## src/rtl/core/fsta_ram.sv

```systemverilog
module fsta_ram #(
    parameter int WIDTH = 8,
    parameter int DEPTH = 16
) (
    input  logic                     i_clk,
    input  logic                     i_we,
    input  logic [$clog2(DEPTH)-1:0] i_waddr,
    input  logic [WIDTH-1:0]         i_wdata,
    input  logic [$clog2(DEPTH)-1:0] i_raddr,
    output logic [WIDTH-1:0]         o_rdata
);

    logic [WIDTH-1:0] r_mem [DEPTH];
    logic [WIDTH-1:0] r_rdata;

    always_ff @(posedge i_clk) begin
        if (i_we) begin
            r_mem[i_waddr] <= i_wdata;
        end
        r_rdata <= r_mem[i_raddr];
    end

    assign o_rdata = r_rdata;

endmodule

```

## config.mk

```make
export PLATFORM = sky130hd
export DESIGN_NAME = fsta_ram
export DESIGN_NICKNAME = d
export VERILOG_FILES = /design/src/rtl/core/fsta_ram.sv
export SDC_FILE = /design/constraint.sdc
export NUM_CORES = 1
export LEC_CHECK = 0
export BUFFER_PORTS_ARGS = -buffer_cell sky130_fd_sc_hd__buf_2
export CORE_MARGIN = 1
export CORE_UTILIZATION = 40
export DETAILED_ROUTE_END_ITERATION = 8
export GPL_ROUTABILITY_DRIVEN = 0
export GPL_TIMING_DRIVEN = 0
export PLACE_DENSITY = 0.61
export SLEW_MARGIN = 5
export SYNTH_ARGS = -nofsm -noshare
export SYNTH_HDL_FRONTEND = slang
export SYNTH_SLANG_ARGS = --single-unit
```

## constraint.sdc

```tcl
create_clock -name i_clk -period 3.7 [get_ports i_clk]
set_input_delay 0.555 -clock i_clk [delete_from_list [all_inputs] [get_ports i_clk]]
set_output_delay 0.555 -clock i_clk [all_outputs]
set_load 0.02 [all_outputs]
```

==> results of run 1 <==
==> cells by family (layout without fill, tap and decap cells) <==
group | after synthesis | after routing | synth area share
AND/OR/NAND/NOR | 35 | 35 | 0.03184
flip-flops | 136 | 136 | 0.7778
buffers and inverters | 10 | 66 | 0.01677
AO/OA/AOI/OAI | 16 | 16 | 0.02334
multiplexers | 32 | 32 | 0.1502
==> per-layer routing <==
metal / share of wire / routed length, µm / GRT usage / vias up
li1: - / - / - / 1062
met1: 0.45 / 4306 / 0.2247 / 1253
met2: 0.49 / 4740 / 0.2575 / 66
met3: 0.046 / 441 / 0.03818 / 7
met4: 0.011 / 101 / 0.06234 / 0
met5: 0 / 0 / 0 / -
==> registers in the layout, indices dropped and copies added, names as in the netlist <==
name,count
o_rdata,8
r_mem,128
==> cell usage in the layout (no fill, tap or decap), drive strengths merged <==
cell type,netlist,final
bufinv,0,2
nor2,13,13
clkinv,0,10
clkinvlp,0,1
nor3,4,4
and2,1,1
nand2,9,9
clkdlybuf4s25,3,3
or3b,1,1
inv,0,2
a22oi,16,16
nand3,1,1
buf,7,31
edfxtp,128,128
clkbuf,0,17
mux4,32,32
nor2b,1,1
nand2b,2,2
nand3b,2,2
and2b,1,1
dfxtp,8,8
==> report_power, final <==
| part | switching [mW] | total (mW) | internal, mW |
|---|---|---|---|
| clock | 0.619 | 1.61 | 0.991 |
| sequential | 0.00779 | 1.73 | 1.72 |
| combinational | 0.102 | 0.170 | 0.0684 |
| total | 0.728 | 3.51 | 2.78 |
==> final timing paths <==
| kind | start | end | depth (start not counted) |
|---|---|---|---|
| max | i_waddr[2] | r_mem[1][1]$_DFFE_PP_ | 3 |
| min | i_wdata[7] | r_mem[12][7]$_DFFE_PP_ | 1 |
| max reg2reg | r_mem[1][5]$_DFFE_PP_ | o_rdata[5]$_DFF_P_ | 3 |
| min reg2reg | r_mem[11][1]$_DFFE_PP_ | o_rdata[1]$_DFF_P_ | 3 |
==> metrics by stage <==
stage / std cells / util
global placement: 425 / 0.4362
finish: 457 / 0.4837
detailed placement: 425 / 0.4370
floorplan: 229 / -
global route: 457 / 0.4837
CTS: 457 / 0.4829
==> cell type report <==
| type | instances | area, µm² | area share |
|---|---|---|---|
| clock buffers | 17 | 425.4 | 0.06997 |
| multi-input cells | 83 | 1077 | 0.1772 |
| repair buffers | 24 | 120.1 | 0.01976 |
| clock inverters | 15 | 151.4 | 0.02490 |
| well taps | 172 | 215.2 | 0.03540 |
| flip-flops and latches | 136 | 4004 | 0.6586 |
| plain buffers | 10 | 86.33 | 0.01420 |
==> synthesized netlist by cell type, types with 2 or more instances <==
cell type,number,share of area
edfxtp_1,128,0.75
mux4_2,18,0.079
a22oi_1,16,0.023
mux4_1,14,0.071
nor2_1,13,0.0095
nand2_1,9,0.0066
dfxtp_1,8,0.031
nor3_1,4,0.0039
buf_2,3,0.0029
buf_6,3,0.0066
clkdlybuf4s25_2,3,0.0058
nand2b_1,2,0.0024
nand3b_1,2,0.0029
==> flow_metrics.env, run 1 <==
export IMPL_grt_first_pass_wirelength_um=14950
export IMPL_firstDrtPassIters=4
export IMPL_dieArea_um2=13330
export IMPL_start_util=0.4096
export IMPL_avgSynthCellArea_um2=22.48
export IMPL_power_total_mw=3.510
export IMPL_die_h_um=115.4
export IMPL_syn_area_um2=5147
export IMPL_ios=26
export IMPL_drt_wl_total_um=9590
export IMPL_yosysSeqAreaShare=0.7778
export IMPL_root_buffer="clkbuf_16"
export IMPL_cts_tree="built"
export IMPL_postCtsSetupRepairBufs=0
export IMPL_crit_chain="buf_2, or3b_2, nor2_1"
export IMPL_tightest_slew_ns=0.9383
export IMPL_track_usage=0.1640
export IMPL_path_class="input port to register"
export IMPL_finalCritPeriodShare=0.5134
export IMPL_clk_pin_slew_ns=0.06
export IMPL_power_density_nw_per_um2=577.4
export IMPL_drive_gt1_frac=0.3053
export IMPL_synth_main_ff_cell="edfxtp_1"
export IMPL_ff2ff_setup_slack_ns=2.34
export IMPL_rsz0062_at_grt="false"
export IMPL_critPathLaunchType="input port"
export IMPL_numCtsBuffers=17
export IMPL_setup_slack_ns=1.800
export IMPL_synth_fp_nets=247
export IMPL_overflow=0
export IMPL_p_leak_nw=2.026
export IMPL_clock_fmax_mhz=526.4
export IMPL_cts_resized=0
export IMPL_cp_top_family="simple AND/OR/NAND/NOR gates"
export IMPL_synthToLayoutAreaGrowth_pct=18.11
export IMPL_place_area_um2=5493
export IMPL_hold_viol_final=0
export IMPL_vias=2388
export IMPL_die_w_um=115.4
export IMPL_synth_cell_types=19
export IMPL_nets=290
export IMPL_vdd_drop_max_v=0.0003516
export IMPL_post_place_ws_ns=1.278
export IMPL_post_route_min_period_ns=1.900
export IMPL_fin_skew_ns=0.006795
export IMPL_setup_tns_ns=0
export IMPL_cp_data_arrival_time_ns=1.92
export IMPL_crit_path_max_incr_delay_ns=0.73
export IMPL_antenna_found_initial=0
export IMPL_cp_num_buf_inv=1
export IMPL_cp_data_required_time_ns=3.72
export IMPL_finalSetupViolations=0
export IMPL_critPathMaxFanout=8
export IMPL_antennaDiodeCount=0
export IMPL_hold_slack_ns=0.5328
export IMPL_syn_inst=229
export IMPL_drv_cap=0
export IMPL_drc=0
export IMPL_fillers=1032
export IMPL_finalInstanceArea_um2=6080
export IMPL_final_max_slew_viol_count=0
export IMPL_hold_class="input port to register"
export IMPL_cts_sinks=136
export IMPL_maxSlewHeadroom=0.3722
export IMPL_outcome="complete, no violations"
export IMPL_portBuffers=24
export IMPL_endpoint_kind="register"
export IMPL_grt_max_degree=17
export IMPL_synth_edf_count=128
export IMPL_synth_seq_cells=136
export IMPL_ant_nets=0
export IMPL_place_hpwl_um=6010
export IMPL_cts_max_path_buffers=2
export IMPL_insertion_delay_ns=0.41
export IMPL_grt_pass1_vias=2563
export IMPL_cts_hold_buffers=0
export IMPL_ctsHtreeMaxLevel=4
export IMPL_via_per_inst=5.225
export IMPL_wl_per_cell_um=20.98
export IMPL_std_cell_rows=41
export IMPL_slowest_stage="nor2_1"
export IMPL_core_area_um2=12570
export IMPL_drtIter0Drc=224
export IMPL_async_reset_ff_frac=0
export IMPL_yosysWarnings=0
Power figures use the tool's default switching activity.
==> run 2: changes to the inputs <==
clock period = 1.75 ns   (was 3.7 ns; I/O delays follow)
==> run 2 against run 1 <==
- sequential power is 110% higher
- critical path depth is the same
- total power grew 120%
- die area unchanged
- wire length is 1.2% higher
- combinational power rose by 120%
- clock skew is essentially flat
- highest routed layer unchanged
- critical endpoint is now r_mem[3][4]$_DFFE_PP_
- hold slack lost 0.29 ns
- first-iteration DRC count decreased by 50%
- non-clock buffer count did not move
- sequential share of layout area fell by 0.22 points
- via count down 1.9%
==> flow_metrics.env, run 2 (synthesis gave the netlist of run 1 again) <==
export IMPL_finalCritPeriodShare=0.8733
export IMPL_largest_reg_flops=128
export IMPL_portBuffers=24
export IMPL_hold_slack_ns=0.2442
export IMPL_grt_max_degree=17
export IMPL_vdd_drop_max_v=0.0005968
export IMPL_clock_fmax_mhz=654.3
export IMPL_start_util=0.4096
export IMPL_postCtsSetupRepairBufs=0
export IMPL_grt_pass1_vias=2351
export IMPL_std_cell_rows=41
export IMPL_finalInstanceArea_um2=6100
export IMPL_fin_skew_ns=0.006525
export IMPL_die_h_um=115.4
export IMPL_post_route_util=0.4853
export IMPL_cts_max_path_buffers=2
export IMPL_power_density_nw_per_um2=1247
export IMPL_place_area_um2=5488
export IMPL_finalSetupViolations=0
export IMPL_regMostFlops="r_mem"
export IMPL_drt_wl_total_um=9706
export IMPL_dieArea_um2=13330
export IMPL_antenna_found_initial=0
export IMPL_drv_cap=0
export IMPL_core_area_um2=12570
export IMPL_ios=26
export IMPL_final_common_cell="edfxtp_1"
export IMPL_timing_rr_start="r_mem[2][0]$_DFFE_PP_"
export IMPL_cp_startpoint="i_waddr[2]"
export IMPL_via_per_inst=5.127
export IMPL_critPathLaunchType="input port"
export IMPL_cts_sinks=136
export IMPL_nets=290
export IMPL_clk_pin_slew_ns=0.06
export IMPL_cp_num_buf_inv=1
export IMPL_die_w_um=115.4
export IMPL_hp_start="i_wdata[6]"
export IMPL_synthToLayoutAreaGrowth_pct=18.50
export IMPL_place_hpwl_um=6202
export IMPL_maxSlewHeadroom=0.1981
export IMPL_cts_hold_buffers=0
export IMPL_grt_first_pass_wirelength_um=14320
export IMPL_slowest_stage="nor2_1"
export IMPL_cts_resized=0
export IMPL_placedCellCount=425
export IMPL_crit_path_max_incr_delay_ns=0.65
export IMPL_critPathMaxFanout=8
export IMPL_wl_per_cell_um=21.24
export IMPL_final_max_slew_viol_count=0
export IMPL_fin_cells=457
export IMPL_p_leak_nw=2.034
export IMPL_firstDrtPassIters=4
export IMPL_numCtsBuffers=17
export IMPL_insertion_delay_ns=0.41
export IMPL_post_route_min_period_ns=1.528
export IMPL_drtIter0Drc=112
export IMPL_final_cell_mix="128 x edfxtp_1, 27 x buf_2, 18 x mux4_2, 17 x clkbuf_16, 16 x a22oi_1"
export IMPL_drive_gt1_frac=0.2982
export IMPL_rsz0062_at_grt="false"
export IMPL_cp_data_arrival_time_ns=1.56
export IMPL_root_buffer="clkbuf_16"
export IMPL_track_usage=0.1623
export IMPL_overflow=0
export IMPL_drc=0
export IMPL_cts_tree="built"
export IMPL_ctsHtreeMaxLevel=4
export IMPL_cp_data_required_time_ns=1.79
export IMPL_tightest_slew_ns=1.194
export IMPL_vias=2343
export IMPL_cp_top_family="simple AND/OR/NAND/NOR gates"
export IMPL_hold_class="input port to register"
export IMPL_endpoint_kind="register"
export IMPL_hold_viol_final=0
export IMPL_outcome="complete, no violations"
export IMPL_path_class="input port to register"
export IMPL_antennaDiodeCount=0
export IMPL_crit_chain="buf_2, or3b_2, nor2_1"
export IMPL_ant_nets=0
[run 2: where the power goes]
group          internal (mW)  switching (mW)
combinational          0.145           0.225
clock                   2.31            1.27
sequential              3.64          0.0158
total                   6.09            1.51
[run 2: per-layer routing]
metal  GRT usage  part of all wire  vias to the layer above
met4     0.07706             0.022                        0
met2      0.2611              0.50                       64
met5           0                 0                        -
met3     0.04132             0.059                       14
li1            -                 -                     1059
met1      0.2079              0.42                     1206
[run 2: layout make-up]
class,count,area [µm²]
fill,1021,6469
sequential,136,4004
multi-input combinational,83,1067
clock buffer,20,456.7
tap,172,215.2
clock inverter,12,150.1
timing repair buffer,24,120.1
buffer,10,86.33
[run 2: metrics by stage]
step / worst slack (ns) / setup TNS (ns) / total power [mW]
5_1_grt: 0.08351 / 0 / 7.823
3_5_place_dp: -0.3316 / -12.51 / 4.102
3_3_place_gp: -0.3007 / -11.53 / 4.089
6_report: 0.2217 / 0 / 7.604
4_1_cts: 0.1009 / 0 / 7.649
2_1_floorplan: 0.2214 / 0 / 3.937
[run 2: path summary, 6_finish.rpt]
check	end	slack [ns]	cells after the start
worst max-delay path	r_mem[3][4]$_DFFE_PP_	0.22	3
worst min-delay path	r_mem[2][6]$_DFFE_PP_	0.24	1
worst max register to register	o_rdata[0]$_DFF_P_	0.33	3
worst min register to register	o_rdata[7]$_DFF_P_	0.68	3
==> run 3: changes to the inputs <==
BUFFER_PORTS_ARGS = -buffer_cell sky130_fd_sc_hd__clkbuf_2   (was -buffer_cell sky130_fd_sc_hd__buf_2)
==> run 3 against run 2 <==
- setup slack lost 0.017 ns
- count of clock-buffer cells in the layout increased by 1
- die area stayed put
- total power up 3.8%
- combinational power about the same
- global-route usage barely moved
- cell count did not move
- first-iteration DRC count increased by 45%
==> flow_metrics.env, run 3 (synthesis gave the netlist of run 1 again) <==
export IMPL_cp_data_arrival_time_ns=1.56
export IMPL_fillers=1021
export IMPL_finalCritPeriodShare=0.8833
export IMPL_endpoint_kind="register"
export IMPL_cp_top_family="simple AND/OR/NAND/NOR gates"
export IMPL_p_clk_frac=0.489
export IMPL_cts_tree="built"
export IMPL_drtIter0Drc=162
export IMPL_grt_pass1_vias=2366
export IMPL_ctsHtreeMaxLevel=4
export IMPL_p_int_mw=6.395
export IMPL_cp_num_buf_inv=1
export IMPL_critPathLaunchType="input port"
export IMPL_regMostFlops="r_mem"
export IMPL_path_class="input port to register"
export IMPL_outcome="complete, no violations"
export IMPL_ios=26
export IMPL_crit_chain="clkbuf_2, nand3b_1, nor3_1"
export IMPL_cts_hold_buffers=0
export IMPL_hold_viol_final=0
export IMPL_multi_input_area_um2=1062
export IMPL_ff2ff_setup_slack_ns=0.33
export IMPL_drive_gt1_frac=0.2947
export IMPL_rsz0062_at_grt="false"
export IMPL_p_comb_frac=0.047
export IMPL_final_cell_mix="128 x edfxtp_1, 24 x clkbuf_2, 18 x mux4_2, 17 x clkbuf_16, 16 x a22oi_1"
export IMPL_start_util=0.4096
export IMPL_cp_data_required_time_ns=1.77
export IMPL_cts_sinks=136
export IMPL_place_hpwl_um=6199
export IMPL_final_max_slew_viol_count=0
export IMPL_cts_max_path_buffers=2
export IMPL_pwr_share_seq=0.464
export IMPL_largest_reg_flops=128
export IMPL_p_switching_mw=1.494
export IMPL_nets=290
export IMPL_power_total_mw=7.889
export IMPL_core_area_um2=12570
export IMPL_ant_nets=0
export IMPL_track_usage=0.1626
export IMPL_via_per_inst=5.127
export IMPL_power_density_nw_per_um2=1284
export IMPL_grt_max_degree=17
export IMPL_drv_cap=0
export IMPL_root_buffer="clkbuf_16"
export IMPL_die_h_um=115.4
export IMPL_die_w_um=115.4
export IMPL_drc=0
export IMPL_tightest_slew_ns=1.227
export IMPL_overflow=0
export IMPL_post_route_min_period_ns=1.546
export IMPL_grt_first_pass_wirelength_um=14440
export IMPL_postCtsSetupRepairBufs=0
export IMPL_swShare=0.1894
export IMPL_antennaDiodeCount=0
export IMPL_hold_slack_ns=0.2971
export IMPL_synthToLayoutAreaGrowth_pct=19.37
export IMPL_hold_class="input port to register"
export IMPL_clock_fmax_mhz=647.0
export IMPL_slowest_stage="nor3_1"
export IMPL_vias=2343
export IMPL_wl_per_cell_um=21.15
export IMPL_dieArea_um2=13330
export IMPL_crit_path_max_incr_delay_ns=0.96
export IMPL_insertion_delay_ns=0.41
export IMPL_cts_resized=0
export IMPL_portBuffers=24
export IMPL_fin_skew_ns=0.005303
export IMPL_vdd_drop_max_v=0.0005551
export IMPL_clk_pin_slew_ns=0.06
export IMPL_firstDrtPassIters=5
export IMPL_critPathMaxFanout=8
export IMPL_numCtsBuffers=17
export IMPL_p_leak_nw=2.057
export IMPL_drt_wl_total_um=9664
export IMPL_maxSlewHeadroom=0.1757
export IMPL_finalSetupViolations=0
export IMPL_antenna_found_initial=0
export IMPL_final_common_cell="edfxtp_1"
export IMPL_std_cell_rows=41
export IMPL_seq_area_um2=4004
==> run 3: cell types whose count changed in the layout (fill, tap and decap cells not counted), sizes merged <==
cell / delta
clkbuf: +25
bufinv: +2
clkinv: -3
buf: -24
==> run 3: metrics by stage <==
step / utilization / setup TNS (ns) / setup WS [ns] / cells / cell area [µm²]
after CTS: 0.4889 / 0 / 0.1345 / 457 / 6145
after global placement: 0.4366 / -11.29 / -0.2941 / 425 / 5488
after floorplan: - / 0 / 0.2214 / 229 / 5152
after global routing: 0.4889 / 0 / 0.05112 / 457 / 6145
final: 0.4889 / 0 / 0.2043 / 457 / 6145
after detailed placement: 0.4366 / -12.28 / -0.2888 / 425 / 5488
==> run 3: final cells by class <==
cell class | count | area share
well taps | 172 | 0.03502
flip-flops and latches | 136 | 0.6516
plain buffers | 10 | 0.01405
repair buffers | 24 | 0.01955
clock inverters | 11 | 0.03197
clock buffers | 21 | 0.07493
multi-input cells | 83 | 0.1729
==> run 3: final timing paths <==
path                            cells past startpoint                    from                     to
worst min register to register                      3  r_mem[11][7]$_DFFE_PP_     o_rdata[7]$_DFF_P_
worst max-delay path                                3              i_waddr[3]  r_mem[4][4]$_DFFE_PP_
worst max register to register                      3   r_mem[1][0]$_DFFE_PP_     o_rdata[0]$_DFF_P_
worst min-delay path                                1              i_wdata[6]  r_mem[2][6]$_DFFE_PP_
==> run 3: power groups by stage <==
stage	sequential, mW	clock [mW]	combinational [mW]
after floorplan	3.75	0	0.185
final	3.66	3.86	0.369
after global routing	3.67	4.05	0.399
after global placement	3.72	0	0.367
after detailed placement	3.73	0	0.374
after CTS	3.66	3.91	0.375
==> run 3: routing by layer <==
metal,GRT usage,vias to the layer above,routed length [µm]
li1,-,1057,-
met1,0.2158,1230,4306
met2,0.2631,49,4875
met3,0.04393,7,364
met4,0.05195,0,117
met5,0,-,0
